[config.mk]
export PLATFORM = sky130hd
export DESIGN_NAME = softened_gravity_accumulator_core
export DESIGN_NICKNAME = d
export VERILOG_FILES = /design/src/sv/sga_pkg.sv /design/src/sv/softened_gravity_accumulator_core.sv /design/src/sv/sga_front.sv /design/src/sv/sga_queue.sv /design/src/sv/sga_back.sv
export SDC_FILE = /design/constraint.sdc
export NUM_CORES = 2
export LEC_CHECK = 0
export BUFFER_PORTS_ARGS = -buffer_cell sky130_fd_sc_hd__buf_2
export CORE_UTILIZATION = 30
export CTS_BUF_LIST = sky130_fd_sc_hd__clkbuf_4 sky130_fd_sc_hd__clkbuf_8
export DETAILED_ROUTE_END_ITERATION = 16
export HOLD_SLACK_MARGIN = 0.15
export PLACE_DENSITY_LB_ADDON = 0.25
export SYNTH_ARGS = -nofsm -noshare
export SYNTH_HDL_FRONTEND = slang
export SYNTH_SLANG_ARGS = --single-unit
[constraint.sdc]
create_clock -name clk -period 35.6 [get_ports clk]
set_clock_uncertainty 0.1 [all_clocks]
set_input_delay 7.12 -clock clk [delete_from_list [all_inputs] [get_ports clk]]
set_output_delay 7.12 -clock clk [all_outputs]
set_load 0.01 [all_outputs]
[src/sv/sga_pkg.sv]
// shared types, constants and helper functions for the softened gravity accumulator
// no dependencies; used by every module of the block but sga_queue
`timescale 1ns / 1ps

package sga_pkg;

	localparam int COORD_BITS_DEF = 32;

	localparam logic [63:0] POS_LIM = 64'h7FFF_FFFF_FFFF_FFFF;
	localparam logic [63:0] NEG_LIM = 64'h8000_0000_0000_0000;

	localparam int CFG_INDEX_BITS = 2;
	localparam logic [CFG_INDEX_BITS-1:0] REG_SOFTENING = 2'd0;
	localparam logic [CFG_INDEX_BITS-1:0] REG_GAIN      = 2'd1;

	// flags that travel with each queued transaction
	typedef struct packed {
		logic last;
		logic zero;
		logic neg_y;
		logic neg_x;
	} flags_t;

	typedef struct packed {
		logic        ovf;
		logic [63:0] val;
	} clamp_t;

	typedef enum logic [3:0] {
		ST_IDLE,
		ST_SQX,
		ST_SQY,
		ST_SQRT,
		ST_MULDEN,
		ST_MULNX,
		ST_DIVX,
		ST_MULNY,
		ST_DIVY,
		ST_SCALEX,
		ST_SCALEY,
		ST_EMIT
	} state_t;

	// clamp a magnitude to the signed 64-bit limit and apply the sign
	function automatic clamp_t clamp64(logic [63:0] mag, logic hi, logic neg);
		clamp_t      r;
		logic [63:0] lim;
		lim   = neg ? NEG_LIM : POS_LIM;
		r.ovf = hi || (mag > lim);
		r.val = r.ovf ? lim : mag;
		if (neg) begin
			r.val = 64'd0 - r.val;
		end
		return r;
	endfunction

	// signed 64-bit add with saturation
	function automatic clamp_t sat_add(logic [63:0] a, logic [63:0] b);
		clamp_t      r;
		logic [63:0] s;
		s     = a + b;
		r.ovf = (a[63] == b[63]) && (s[63] != a[63]);
		r.val = r.ovf ? (a[63] ? NEG_LIM : POS_LIM) : s;
		return r;
	endfunction

endpackage

[src/sv/softened_gravity_accumulator_core.sv]
// top level of the softened gravity accumulator: configuration registers,
// front end, queue and back end; depends on sga_pkg, sga_front, sga_queue, sga_back
`timescale 1ns / 1ps

// Usage
// Input channel in_valid/in_ready carries one source body against one target per
// transaction; last marks the final source of a target. The output channel
// out_valid/out_ready carries one acceleration per target, with saturated set when
// any term, sum or scaled result was clamped since the previous result.
// Registers are written via cfg_we/cfg_index/cfg_data, by the user only while idle
// (not enforced by the block): index 0 softening, 1 gravity gain, others ignored.
// Timing: the front end takes a transaction in any cycle in which the two-entry
// queue has room. The back end works on one transaction at a time over a shared
// shift-add multiplier (one multiplier bit a cycle, stopping when the remaining
// bits are zero), a square root and two restoring divides. A source at the target
// skips these steps. The last transaction of a target adds two scales and a load of
// the result register.
// Reset clears the sums, the flag, the queue and the result valid and sets
// softening to 1 and the gain to 1.0. A stalled receiver holds the result register;
// the back end then waits before its next result while the front end keeps filling.

module softened_gravity_accumulator_core #(
	parameter int COORD_BITS = sga_pkg::COORD_BITS_DEF
) (
	input  logic                               clk,
	input  logic                               arst_n,
	input  logic                               cfg_we,
	input  logic [sga_pkg::CFG_INDEX_BITS-1:0] cfg_index,
	input  logic [31:0]                        cfg_data,
	input  logic                               in_valid,
	output logic                               in_ready,
	input  logic [COORD_BITS-1:0]              target_x,
	input  logic [COORD_BITS-1:0]              target_y,
	input  logic [COORD_BITS-1:0]              source_x,
	input  logic [COORD_BITS-1:0]              source_y,
	input  logic [31:0]                        source_mass,
	input  logic                               last,
	output logic                               out_valid,
	input  logic                               out_ready,
	output logic [63:0]                        accel_x,
	output logic [63:0]                        accel_y,
	output logic                               saturated
);

	localparam int EW = 2 * (COORD_BITS + 1) + 36;

	logic [31:0]   softening_q, gain_q;
	logic          push, q_full, q_valid, q_pop;
	logic [EW-1:0] push_data, pop_data;

	// configuration registers
	always_ff @(posedge clk or negedge arst_n) begin
		if (!arst_n) begin
			softening_q <= 32'd1;
			gain_q      <= 32'd65536;
		end else if (cfg_we) begin
			unique case (cfg_index)
				sga_pkg::REG_SOFTENING: softening_q <= cfg_data;
				sga_pkg::REG_GAIN:      gain_q      <= cfg_data;
				default: begin
				end
			endcase
		end
	end

	sga_front #(.COORD_BITS(COORD_BITS)) u_front (
		.in_valid    (in_valid),
		.in_ready    (in_ready),
		.target_x    (target_x),
		.target_y    (target_y),
		.source_x    (source_x),
		.source_y    (source_y),
		.source_mass (source_mass),
		.last        (last),
		.push        (push),
		.q_full      (q_full),
		.push_data   (push_data)
	);

	sga_queue #(.WIDTH(EW)) u_queue (
		.clk       (clk),
		.arst_n    (arst_n),
		.push      (push),
		.push_data (push_data),
		.full      (q_full),
		.pop       (q_pop),
		.valid     (q_valid),
		.pop_data  (pop_data)
	);

	sga_back #(.COORD_BITS(COORD_BITS)) u_back (
		.clk          (clk),
		.arst_n       (arst_n),
		.q_valid      (q_valid),
		.q_data       (pop_data),
		.q_pop        (q_pop),
		.softening    (softening_q),
		.gravity_gain (gain_q),
		.out_valid    (out_valid),
		.out_ready    (out_ready),
		.accel_x      (accel_x),
		.accel_y      (accel_y),
		.saturated    (saturated)
	);

endmodule

[src/sv/sga_front.sv]
// front end: takes input transactions, forms |dx|, |dy|, signs and flags
// depends on sga_pkg; feeds sga_queue
`timescale 1ns / 1ps

module sga_front #(
	parameter int COORD_BITS = sga_pkg::COORD_BITS_DEF,
	localparam int AW = COORD_BITS + 1,
	localparam int EW = 2 * AW + 36
) (
	input  logic                  in_valid,
	output logic                  in_ready,
	input  logic [COORD_BITS-1:0] target_x,
	input  logic [COORD_BITS-1:0] target_y,
	input  logic [COORD_BITS-1:0] source_x,
	input  logic [COORD_BITS-1:0] source_y,
	input  logic [31:0]           source_mass,
	input  logic                  last,
	output logic                  push,
	input  logic                  q_full,
	output logic [EW-1:0]         push_data
);

	logic [AW-1:0] dx, dy, ax, ay;
	sga_pkg::flags_t flags;

	// differences in one extra bit, then magnitude and sign
	always_comb begin
		dx = {source_x[COORD_BITS-1], source_x} - {target_x[COORD_BITS-1], target_x};
		dy = {source_y[COORD_BITS-1], source_y} - {target_y[COORD_BITS-1], target_y};
		flags.neg_x = dx[AW-1];
		flags.neg_y = dy[AW-1];
		ax = dx[AW-1] ? (AW'(0) - dx) : dx;
		ay = dy[AW-1] ? (AW'(0) - dy) : dy;
		flags.zero = (dx == '0) && (dy == '0);
		flags.last = last;
	end

	assign in_ready  = !q_full;
	assign push      = in_valid && !q_full;
	assign push_data = {flags, source_mass, ay, ax};

endmodule

[src/sv/sga_queue.sv]
// two-entry queue between front and back end
// depends on nothing but its width parameter
`timescale 1ns / 1ps

module sga_queue #(
	parameter int WIDTH = 8
) (
	input  logic             clk,
	input  logic             arst_n,
	input  logic             push,
	input  logic [WIDTH-1:0] push_data,
	output logic             full,
	input  logic             pop,
	output logic             valid,
	output logic [WIDTH-1:0] pop_data
);

	logic [WIDTH-1:0] mem_q [2];
	logic             wr_ptr_q, rd_ptr_q;
	logic [1:0]       count_q;

	assign full     = (count_q == 2'd2);
	assign valid    = (count_q != 2'd0);
	assign pop_data = mem_q[rd_ptr_q];

	// storage
	always_ff @(posedge clk) begin
		if (push) begin
			mem_q[wr_ptr_q] <= push_data;
		end
	end

	// pointers and fill count
	always_ff @(posedge clk or negedge arst_n) begin
		if (!arst_n) begin
			wr_ptr_q <= 1'b0;
			rd_ptr_q <= 1'b0;
			count_q  <= 2'd0;
		end else begin
			if (push) begin
				wr_ptr_q <= !wr_ptr_q;
			end
			if (pop) begin
				rd_ptr_q <= !rd_ptr_q;
			end
			unique case ({push, pop})
				2'b10:   count_q <= count_q + 2'd1;
				2'b01:   count_q <= count_q - 2'd1;
				default: count_q <= count_q;
			endcase
		end
	end

endmodule

[src/sv/sga_back.sv]
// back end: sequencer over a shared shift-add multiplier, square root and divider
// depends on sga_pkg; reads sga_queue, owns the sums and the result register
`timescale 1ns / 1ps

module sga_back #(
	parameter int COORD_BITS = sga_pkg::COORD_BITS_DEF,
	localparam int AW = COORD_BITS + 1,
	localparam int EW = 2 * AW + 36
) (
	input  logic          clk,
	input  logic          arst_n,
	input  logic          q_valid,
	input  logic [EW-1:0] q_data,
	output logic          q_pop,
	input  logic [31:0]   softening,
	input  logic [31:0]   gravity_gain,
	output logic          out_valid,
	input  logic          out_ready,
	output logic [63:0]   accel_x,
	output logic [63:0]   accel_y,
	output logic          saturated
);

	localparam int R2W = 2 * AW + 2;
	localparam int SW  = AW + 17;
	localparam int DW  = R2W + SW;
	localparam int NW  = AW + 80;
	localparam int PW  = (DW > 96) ? DW : 96;
	localparam int MW  = (SW > 32) ? SW : 32;
	localparam int CW  = $clog2(NW + 1);

	sga_pkg::state_t state_q, state_d;

	// unpacked queue head
	logic [AW-1:0]   h_ax, h_ay;
	logic [31:0]     h_mass;
	sga_pkg::flags_t h_flags;
	assign {h_flags, h_mass, h_ay, h_ax} = q_data;

	// working registers
	logic [AW-1:0]  ax_q, ay_q;
	logic [31:0]    mass_q;
	sga_pkg::flags_t flags_q;
	logic [PW-1:0]  acc_q, mcand_q;
	logic [MW-1:0]  mplier_q;
	logic [R2W-1:0] r2_q;
	logic [2*SW-1:0] rad_q;
	logic [SW:0]    srem_q;
	logic [SW-1:0]  root_q;
	logic [DW-1:0]  den_q, drem_q;
	logic [NW-1:0]  num_q;
	logic [63:0]    quo_q;
	logic           quo_hi_q;
	logic [CW-1:0]  cnt_q;
	logic [63:0]    sum_x_q, sum_y_q, res_x_q;
	logic           ovf_q, sat_x_q;
	logic [63:0]    acc_x_q, acc_y_q;
	logic           out_valid_q, sat_out_q;

	logic mul_done, cnt_zero, emit_ok;
	assign mul_done = (mplier_q == '0);
	assign cnt_zero = (cnt_q == '0);
	assign emit_ok  = !out_valid_q || out_ready;

	// square root step
	logic [SW+2:0] s_sh, s_trial;
	logic          s_ge;
	// divide step
	logic [DW:0]   d_sh;
	logic          d_ge;
	// result of the current divide and of the current scale
	sga_pkg::clamp_t term_c, add_x_c, add_y_c, scale_c;
	logic [63:0]   mag_x, mag_y;

	always_comb begin
		s_sh    = {srem_q, rad_q[2*SW-1 -: 2]};
		s_trial = (SW + 3)'({root_q, 2'b01});
		s_ge    = (s_sh >= s_trial);
		d_sh    = {drem_q, num_q[NW-1]};
		d_ge    = (d_sh >= {1'b0, den_q});
		term_c  = sga_pkg::clamp64(quo_q, quo_hi_q,
			(state_q == sga_pkg::ST_DIVX) ? flags_q.neg_x : flags_q.neg_y);
		add_x_c = sga_pkg::sat_add(sum_x_q, term_c.val);
		add_y_c = sga_pkg::sat_add(sum_y_q, term_c.val);
		scale_c = sga_pkg::clamp64(acc_q[79:16], |acc_q[PW-1:80],
			(state_q == sga_pkg::ST_SCALEX) ? sum_x_q[63] : sum_y_q[63]);
		mag_x   = sum_x_q[63] ? (64'd0 - sum_x_q) : sum_x_q;
		mag_y   = sum_y_q[63] ? (64'd0 - sum_y_q) : sum_y_q;
	end

	// next state
	always_comb begin
		state_d = state_q;
		unique case (state_q)
			sga_pkg::ST_IDLE: begin
				if (q_valid) begin
					if (!h_flags.zero) begin
						state_d = sga_pkg::ST_SQX;
					end else if (h_flags.last) begin
						state_d = sga_pkg::ST_SCALEX;
					end
				end
			end
			sga_pkg::ST_SQX:    if (mul_done) state_d = sga_pkg::ST_SQY;
			sga_pkg::ST_SQY:    if (mul_done) state_d = sga_pkg::ST_SQRT;
			sga_pkg::ST_SQRT:   if (cnt_zero) state_d = sga_pkg::ST_MULDEN;
			sga_pkg::ST_MULDEN: if (mul_done) state_d = sga_pkg::ST_MULNX;
			sga_pkg::ST_MULNX:  if (mul_done) state_d = sga_pkg::ST_DIVX;
			sga_pkg::ST_DIVX:   if (cnt_zero) state_d = sga_pkg::ST_MULNY;
			sga_pkg::ST_MULNY:  if (mul_done) state_d = sga_pkg::ST_DIVY;
			sga_pkg::ST_DIVY: begin
				if (cnt_zero) begin
					state_d = flags_q.last ? sga_pkg::ST_SCALEX : sga_pkg::ST_IDLE;
				end
			end
			sga_pkg::ST_SCALEX: if (mul_done) state_d = sga_pkg::ST_SCALEY;
			sga_pkg::ST_SCALEY: if (mul_done) state_d = sga_pkg::ST_EMIT;
			sga_pkg::ST_EMIT:   if (emit_ok) state_d = sga_pkg::ST_IDLE;
			default:            state_d = sga_pkg::ST_IDLE;
		endcase
	end

	// control outputs
	always_comb begin
		q_pop = (state_q == sga_pkg::ST_IDLE) && q_valid;
	end

	always_ff @(posedge clk or negedge arst_n) begin
		if (!arst_n) begin
			state_q <= sga_pkg::ST_IDLE;
		end else begin
			state_q <= state_d;
		end
	end

	// datapath: operands are loaded in the last cycle of the step before
	always_ff @(posedge clk) begin
		unique case (state_q)
			sga_pkg::ST_IDLE: begin
				ax_q    <= h_ax;
				ay_q    <= h_ay;
				mass_q  <= h_mass;
				flags_q <= h_flags;
				if (!h_flags.zero) begin
					acc_q    <= PW'(softening);
					mcand_q  <= PW'(h_ax);
					mplier_q <= MW'(h_ax);
				end else begin
					acc_q    <= '0;
					mcand_q  <= PW'(mag_x);
					mplier_q <= MW'(gravity_gain);
				end
			end
			sga_pkg::ST_SQRT: begin
				if (!cnt_zero) begin
					srem_q <= s_ge ? (SW + 1)'(s_sh - s_trial) : (SW + 1)'(s_sh);
					root_q <= {root_q[SW-2:0], s_ge};
					rad_q  <= {rad_q[2*SW-3:0], 2'b00};
					cnt_q  <= cnt_q - CW'(1);
				end else begin
					acc_q    <= '0;
					mcand_q  <= PW'(r2_q);
					mplier_q <= MW'(root_q);
				end
			end
			sga_pkg::ST_DIVX, sga_pkg::ST_DIVY: begin
				if (!cnt_zero) begin
					drem_q   <= d_ge ? DW'(d_sh - {1'b0, den_q}) : DW'(d_sh);
					quo_hi_q <= quo_hi_q | quo_q[63];
					quo_q    <= {quo_q[62:0], d_ge};
					num_q    <= {num_q[NW-2:0], 1'b0};
					cnt_q    <= cnt_q - CW'(1);
				end else if (state_q == sga_pkg::ST_DIVX) begin
					acc_q    <= '0;
					mcand_q  <= PW'(ay_q);
					mplier_q <= MW'(mass_q);
				end else begin
					acc_q    <= '0;
					mcand_q  <= PW'(mag_x);
					mplier_q <= MW'(gravity_gain);
				end
			end
			sga_pkg::ST_EMIT: begin
				if (emit_ok) begin
					acc_x_q   <= res_x_q;
					acc_y_q   <= scale_c.val;
					sat_out_q <= ovf_q;
				end
			end
			default: begin
				// multiply states: one multiplier bit per cycle
				if (!mul_done) begin
					if (mplier_q[0]) begin
						acc_q <= acc_q + mcand_q;
					end
					mcand_q  <= {mcand_q[PW-2:0], 1'b0};
					mplier_q <= {1'b0, mplier_q[MW-1:1]};
				end else begin
					unique case (state_q)
						sga_pkg::ST_SQX: begin
							mcand_q  <= PW'(ay_q);
							mplier_q <= MW'(ay_q);
						end
						sga_pkg::ST_SQY: begin
							r2_q   <= acc_q[R2W-1:0];
							rad_q  <= {acc_q[R2W-1:0], 32'd0};
							srem_q <= '0;
							root_q <= '0;
							cnt_q  <= CW'(SW);
						end
						sga_pkg::ST_MULDEN: begin
							den_q    <= acc_q[DW-1:0];
							acc_q    <= '0;
							mcand_q  <= PW'(ax_q);
							mplier_q <= MW'(mass_q);
						end
						sga_pkg::ST_MULNX, sga_pkg::ST_MULNY: begin
							num_q    <= {acc_q[AW+31:0], 48'd0};
							drem_q   <= '0;
							quo_q    <= '0;
							quo_hi_q <= 1'b0;
							cnt_q    <= CW'(NW);
						end
						sga_pkg::ST_SCALEX: begin
							res_x_q  <= scale_c.val;
							acc_q    <= '0;
							mcand_q  <= PW'(mag_y);
							mplier_q <= MW'(gravity_gain);
						end
						default: begin
							// scale of y: result stays in acc until the emit
						end
					endcase
				end
			end
		endcase
	end

	// sums, overflow flags and result handshake
	always_ff @(posedge clk or negedge arst_n) begin
		if (!arst_n) begin
			sum_x_q     <= '0;
			sum_y_q     <= '0;
			ovf_q       <= 1'b0;
			sat_x_q     <= 1'b0;
			out_valid_q <= 1'b0;
		end else begin
			if ((state_q == sga_pkg::ST_EMIT) && emit_ok) begin
				out_valid_q <= 1'b1;
			end else if (out_ready) begin
				out_valid_q <= 1'b0;
			end
			priority if ((state_q == sga_pkg::ST_DIVX) && cnt_zero) begin
				sum_x_q <= add_x_c.val;
				ovf_q   <= ovf_q | term_c.ovf | add_x_c.ovf;
			end else if ((state_q == sga_pkg::ST_DIVY) && cnt_zero) begin
				sum_y_q <= add_y_c.val;
				ovf_q   <= ovf_q | term_c.ovf | add_y_c.ovf;
			end else if ((state_q == sga_pkg::ST_SCALEX) && mul_done) begin
				sat_x_q <= scale_c.ovf;
			end else if ((state_q == sga_pkg::ST_SCALEY) && mul_done) begin
				ovf_q <= ovf_q | sat_x_q | scale_c.ovf;
			end else if ((state_q == sga_pkg::ST_EMIT) && emit_ok) begin
				sum_x_q <= '0;
				sum_y_q <= '0;
				ovf_q   <= 1'b0;
			end
		end
	end

	assign out_valid = out_valid_q;
	assign accel_x   = acc_x_q;
	assign accel_y   = acc_y_q;
	assign saturated = sat_out_q;

endmodule
* After elaboration in Yosys (flattened, before gate mapping)
Memories as Yosys holds them, arrays and structs flattened.
Index checks and enable logic that the tools add are counted.
** Storage, ports and cells
- Memories kept :: 1
- Input port bits :: 200
- Memory bits (writable) :: 204
- Output and inout bits :: 131
- Word-level logic and storage cells :: 276
- Register bits :: 1473
** Operators by class
- Order comparisons :: 4
- Equal/unequal tests :: 45
- Add/subtract/negate cells :: 16
- Multiplexer cells :: 102
- Bitwise gates (word level) :: 13
- Reductions and logical operators :: 61
** Memory list
- u_queue.mem_q :: depth 2, width 102, read ports 1, clocked after Yosys merged registers in 0, write ports 1, line sga_queue.sv:18 : logic [WIDTH-1:0] mem_q [2];
** Operator list (count)
- $mux 64 :: 23
- $mux 118 :: 11
- $pmux 118 s3 :: 2
- $pmux 118 s4 :: 1
- $mux 113 :: 3
- $mux 100 :: 3
- $mux 50 :: 6
- $sub 1x64->64 const A :: 4
- $pmux 118 s2 :: 1
- $pmux 113 s2 :: 1
- $mux 51 :: 4
- $pmux 100 s2 :: 1
- $pmux 50 s4 :: 1
- $pmux 50 s3 :: 1
- $add 64x64->64 :: 2
- $gt 64x64->1 :: 2
- $pmux 64 s2 :: 1
- $ge 119x118->1 :: 1
- $add 118x118->118 :: 1
- $sub 118x118->118 :: 1
- $pmux 51 s2 :: 1
- $pmux 50 s2 :: 1
- $mux 33 :: 3
- $logic_not 33->1 :: 2
- other kinds (50) :: 164

* Longest topological paths before layout
- Word-level depth :: 14
- Depth in mapped cells :: 45
- Gate-level depth less buffers :: 34

* Hierarchy
Synthesis repeated with hierarchy kept, for this count alone.
** Unflattened totals
- Cell total of the unflattened synthesis :: 10335
- Area, all modules :: 100954.3 µm²
** Modules (own cells, without submodules)
- sga_back :: area each 85015.3 µm², instances 1, seq. area each 39112.5 µm², cells each 8954
- sga_queue :: area each 7562.3 µm², instances 1, seq. area each 6226.0 µm², cells each 333
- sga_front :: area each 5958.2 µm², instances 1, seq. area each 0.0 µm², cells each 912
- softened_gravity_accumulator_core :: area each 2418.6 µm², instances 1, seq. area each 1604.0 µm², cells each 136

* Worst setup path after synthesis
OpenSTA, ideal clock, no wires.
- Path kind :: reg-to-reg
- Start point :: register u_back.mplier_q[39]
- End point :: register u_back.rad_q[32] (enable)
- Data required time :: 33907 ps
- Data arrival time :: 27902 ps
- Buffers on the path :: 1
- Slack :: 6004 ps
- Stages on the path, launching flop included :: 7
- Period minus slack after synthesis :: 29596 ps
- Setup time :: 1593 ps
- Cell sequence :: edfxtp_1 -> nor4_1 -> nand4_1 -> nor4_1 -> clkbuf_1 -> nor2_1 -> a2111oi_0
** On the way
- Cells in the longest elaborated chain, start to end :: 3
** Ends and longest elaborated chain
- start, declared :: line sga_back.sv:45 : logic [MW-1:0] mplier_q;
- start signal, assigned :: line sga_back.sv:147 : mplier_q <= MW'(h_ax);
- start signal, assigned :: line sga_back.sv:151 : mplier_q <= MW'(gravity_gain);
- start signal, assigned :: line sga_back.sv:163 : mplier_q <= MW'(root_q);
- $logic_not 50->1 :: line sga_back.sv:61 : assign mul_done = (mplier_q == '0);
- $reduce_bool 2->1 (no line)
- $reduce_and 4->1 (no line)
- end signal, assigned :: line sga_back.sv:158 : rad_q <= {rad_q[2*SW-3:0], 2'b00};
- end signal, assigned :: line sga_back.sv:206 : rad_q <= {acc_q[R2W-1:0], 32'd0};
- end, declared :: line sga_back.sv:47 : logic [2*SW-1:0] rad_q;
Every way passes these cells.
A chain may end at the register's enable or synchronous reset.

* Worst setup path in the final report
- Start point :: register u_back.state_q[0]
- End point :: register u_back.sum_y_q[62]
** On the way
- Cells in the longest elaborated chain, start to end :: 13
- Elaborated cells between the ends (all ways) :: 28
- Those cells by class :: 2 x add/sub; 1 x order compare; 9 x eq/ne; 6 x mux; 1 x bitwise; 9 x reduce/logical
** Ends and longest elaborated chain
- start, declared :: line sga_back.sv:32 : sga_pkg::state_t state_q, state_d;
- start signal, assigned :: line sga_back.sv:130 : state_q <= sga_pkg::ST_IDLE;
- start signal, assigned :: line sga_back.sv:132 : state_q <= state_d;
- $eq 4x3->1 :: line sga_back.sv:82, sga_back.sv:253
- $mux 1 :: line sga_back.sv:82 : (state_q == sga_pkg::ST_DIVX) ? flags_q.neg_x : flags_q.neg_y);
- $mux 64 :: line sga_pkg.sv:48 : lim = neg ? NEG_LIM : POS_LIM;
- $gt 64x64->1 :: line sga_pkg.sv:49 : r.ovf = hi || (mag > lim);
- $logic_or 1x1->1 :: line sga_pkg.sv:49
- $mux 64 :: line sga_pkg.sv:50 : r.val = r.ovf ? lim : mag;
- $sub 1x64->64 :: line sga_pkg.sv:52 : r.val = 64'd0 - r.val;
- $mux 64 :: line sga_pkg.sv:51 : if (neg) begin
- $add 64x64->64 :: line sga_pkg.sv:61 : s = a + b;
- $ne 1x1->1 :: line sga_pkg.sv:62 : r.ovf = (a[63] == b[63]) && (s[63] != a[63]);
- $logic_and 1x1->1 :: line sga_pkg.sv:62
- $mux 64 :: line sga_pkg.sv:63 : r.val = r.ovf ? (a[63] ? NEG_LIM : POS_LIM) : s;
- $mux 64 :: line sga_back.sv:256 : end else if ((state_q == sga_pkg::ST_DIVY) && cnt_zero) begin
- end signal, assigned :: line sga_back.sv:257 : sum_y_q <= add_y_c.val;
- end, declared :: line sga_back.sv:55 : logic [63:0] sum_x_q, sum_y_q, res_x_q;
Parallel ways exist; a longest one is shown, timed or not.

==> impl_metrics.csv <==
group,metric,value,unit
worst_setup_path,crit_type,"flip-flop to flip-flop",
job,maxCapViolations,0,
layout,multi_input_area,49200,um^2
synth,ys_seq_area_frac,0.473,
worst_setup_path,slowest_delay,1.03,ns
cts,clock_sinks,1597,
timing,fin_setup_tns,0,ns
synth,synth.net_count,10800,
synth,synth-seq-cells,1597,
floorplan,die_area,333000,um^2
timing,hold_violations,0,
synth,synthAdderAreaFrac,0.0759,
grt,grt_pass1_wl,494000,um
pwr,power_density,99.2,nW/um^2
timing,post-route-period-util,0.345,
placement,gp_congestion,0.962,
cts,cts_buffers,299,
detailed_routing,drt-total-wl,331000,um
pwr,ir_drop,83.9,uV
synth,synth_compound_area_frac,0.185,
placement,pre_cts_ws,23.38,ns
timing,setup_ws,23.31,ns
timing,max-slew-margin-rel,0.0877,
detailed_routing,dr.first_iter.drc_count,7619,
layout,syn_to_final_growth,12.8,%
hold_path,hold_path.class,"flip-flop to flip-flop",
grt,grt_max_degree,92,
detailed_routing,drcViolationCount,0,
synth,synthCells,10000,
synth,synth_top_family_by_area,"compound AO/OA/AOI/OAI gates",
grt,antenna_found_initial,7,
timing,fin_hold_ws,0.286,ns
synth,yosys.area_share.xor_xnor,0.0552,
synth,avgSynthCellArea,9.89,um^2
synth,ys_types,104,
layout,nets,11100,
worst_setup_path,startpoint_type,"flip-flop",
timing,rsz0062_at_grt,"no",
synth,synth_ff_type,"edfxtp_1",
detailed_routing,wl_per_cell,22.2,um
synth,yosysTopAreaCellShare,0.422,
worst_setup_path,crit_arrival,13.04,ns
synth,netlist_area,99300,um^2
placement,dp.final_hpwl,245000,um
grt,grt_usage,0.192,
synth,ys_top_cells_by_area,"edfxtp_1 (42%), ha_1 (7.5%), dfrtp_1 (5.1%)",
pwr,total_power,11.1,mW
floorplan,start_util,0.302,
synth,synth_top_area_cell,"edfxtp_1",
synth,synth_most_common_cell,"edfxtp_1",
cts,clock_latency,1.05,ns
synth,synthMuxAreaShare,0.0231,
worst_setup_path,cp_data_required_time,36.35,ns
detailed_routing,num_vias,80700,
grt,gr-total-overflow,0,
timing,slew_viol_final,0,
run_status,status,"finished, final reports clean",
detailed_routing,ant_nets,0,
timing,worst_pin_slew,1.35,ns
floorplan,core-area,328000,um^2
floorplan,die_h,577,um
worst_setup_path,worstPathBufferInverterCount,7,
synth,yosys_warnings,0,
detailed_routing,dr.pass1.iters,9,
floorplan,core.rowCount,210,
layout,fillers,33100,
layout,final_layout_size_suffix_gt1_frac,0.119,
cts,htree_levels,5,
timing,period_needed,12.29,ns
floorplan,dieWidth,577,um
pwr,p_leak,43.9,nW
cts,cts_tree,"yes",
worst_setup_path,critical-path-top-delay-family,"compound AO/OA/AOI/OAI gates",
cts,hold_buffers,0,
placement,io_buffers,330,
cts,ctsResizeCount,0,
worst_setup_path,slowest_stage,"dfrtp_1",
synth,synth_edf_count,1394,
cts,ctsRootBufferMaster,"clkbuf_8",
synth,synth_commonest_cells,"edfxtp_1 (1394), nand2_1 (1286), a21oi_1 (838), nor2_1 (760), o21ai_0 (597)",
worst_setup_path,critPathMaxFanout,54,
cts,clkTransAtPathRegs,0.06,ns
cts,clockBufferDepth,4,
synth,async_flop_share,0.127,
timing,fmaxAchievable,81.4,MHz
worst_setup_path,crit_path_frequent_cell,"buf_4",
cts,post-cts-setup-buffers,0,
worst_setup_path,cp-end-kind,"flip-flop",
layout,seqCellArea,46900,um^2
timing,setup_viol,0,
floorplan,ios,331,
detailed_routing,avgViaCountPerCell,5.41,
grt,grt_pass1_vias,79200,
synth,yosys.area_share.simple,0.153,
-- logic make-up (layout without fill, tap and decap cells) --
family          Yosys count  in the layout
compound gates         2838           2838
xor+xnor                626            626
mux                     207            207
fa+ha+maj               599            599
buf+inv                 899           1420
flops                  1597           1597
other cells               0              4
simple gates           3270           3270
-- sequential cells by signal (all words and copies together) (netlist names), 33 cells and up --
| register | flops |
|---|---|
| u_back.accel_x | 64 |
| u_back.root_q | 50 |
| u_back.r2_q | 68 |
| u_back.den_q | 118 |
| u_back.res_x_q | 64 |
| u_back.quo_q | 64 |
| u_back.acc_q | 118 |
| u_back.rad_q | 68 |
| u_queue.mem_q | 204 |
| u_back.mcand_q | 118 |
| u_back.ax_q | 33 |
| u_back.num_q | 65 |
| u_back.accel_y | 64 |
| u_back.srem_q | 51 |
| u_back.drem_q | 118 |
| u_back.mplier_q | 50 |
| u_back.sum_x_q | 64 |
| u_back.ay_q | 33 |
| u_back.sum_y_q | 64 |
-- cells in the final DEF, fill, tap and decap left out, drive strengths merged, types with 98 or more instances in the layout --
| master | count |
|---|---|
| nand2 | 1288 |
| xor2 | 231 |
| o31ai | 102 |
| nor2 | 763 |
| o21ai | 605 |
| nand3 | 162 |
| ha | 592 |
| buf | 474 |
| a31oi | 98 |
| inv | 425 |
| and2 | 168 |
| a21o | 259 |
| dfrtp | 201 |
| xnor2 | 395 |
| a211oi | 109 |
| mux2 | 172 |
| nor3 | 161 |
| a21oi | 838 |
| edfxtp | 1394 |
| clkbuf | 398 |
| nand4 | 150 |
-- metal layers --
layer,wire length (um),global-route usage,vias up
met5,10,0,-
met4,14500,0.0778,2
met3,19000,0.0268,622
met2,152000,0.315,2766
met1,145000,0.253,39400
li1,-,-,38000
-- area by class of cell --
type | instances | share of cell area
timing repair buffer | 474 | 0.0245
inverter | 413 | 0.0139
tap | 4346 | 0.0485
sequential | 1597 | 0.419
multi-input combinational | 7540 | 0.439
antenna | 4 | 0.0000894
clock inverter | 135 | 0.0101
clock buffer | 398 | 0.0447
-- worst paths after layout --
check                                         startpoint  depth (start not counted)  slack, ns                              to
min                         u_back.res_x_q[31]$_DFFE_PP_                          0       0.29    u_back.accel_x[31]$_DFFE_PP_
max reg2reg                u_back.state_q[0]$_DFFE_PN0P_                         36      23.31  u_back.sum_y_q[62]$_DFFE_PN0P_
max                        u_back.state_q[0]$_DFFE_PN0P_                         36      23.31  u_back.sum_y_q[62]$_DFFE_PN0P_
max in group asynchronous                         arst_n                          2      27.76          gain_q[18]$_DFFE_PN0P_
min in group asynchronous                         arst_n                          1       5.93  u_queue.count_q[0]$_DFFE_PN0P_
min reg2reg                 u_back.res_x_q[31]$_DFFE_PP_                          0       0.29    u_back.accel_x[31]$_DFFE_PP_
-- worst reg2reg max path, delay by kind of cell, from the launching register on --
kind,cells,cell delay (ns)
AO/OA/AOI/OAI,11,3.71
adder cells (fa/ha/maj),3,0.86
buffers and inverters,7,2.40
flip-flops,1,1.03
multiplexers,2,0.62
AND/OR/NAND/NOR,13,3.38
-- metrics by stage --
step	utilization	cells	area [um^2]
after floorplan	-	10000	99300
after global placement	0.323	14400	106000
after detailed placement	0.323	14400	106000
after CTS	0.341	14900	112000
after global routing	0.341	14900	112000
final	0.341	14900	112000
-- power breakdown --
part	internal (mW)	switching [mW]	leakage, nW
combinational	2.03	3.77	25.0
clock	1.04	0.844	3.18
sequential	2.93	0.508	15.8
(Power assumes the default switching activity.)
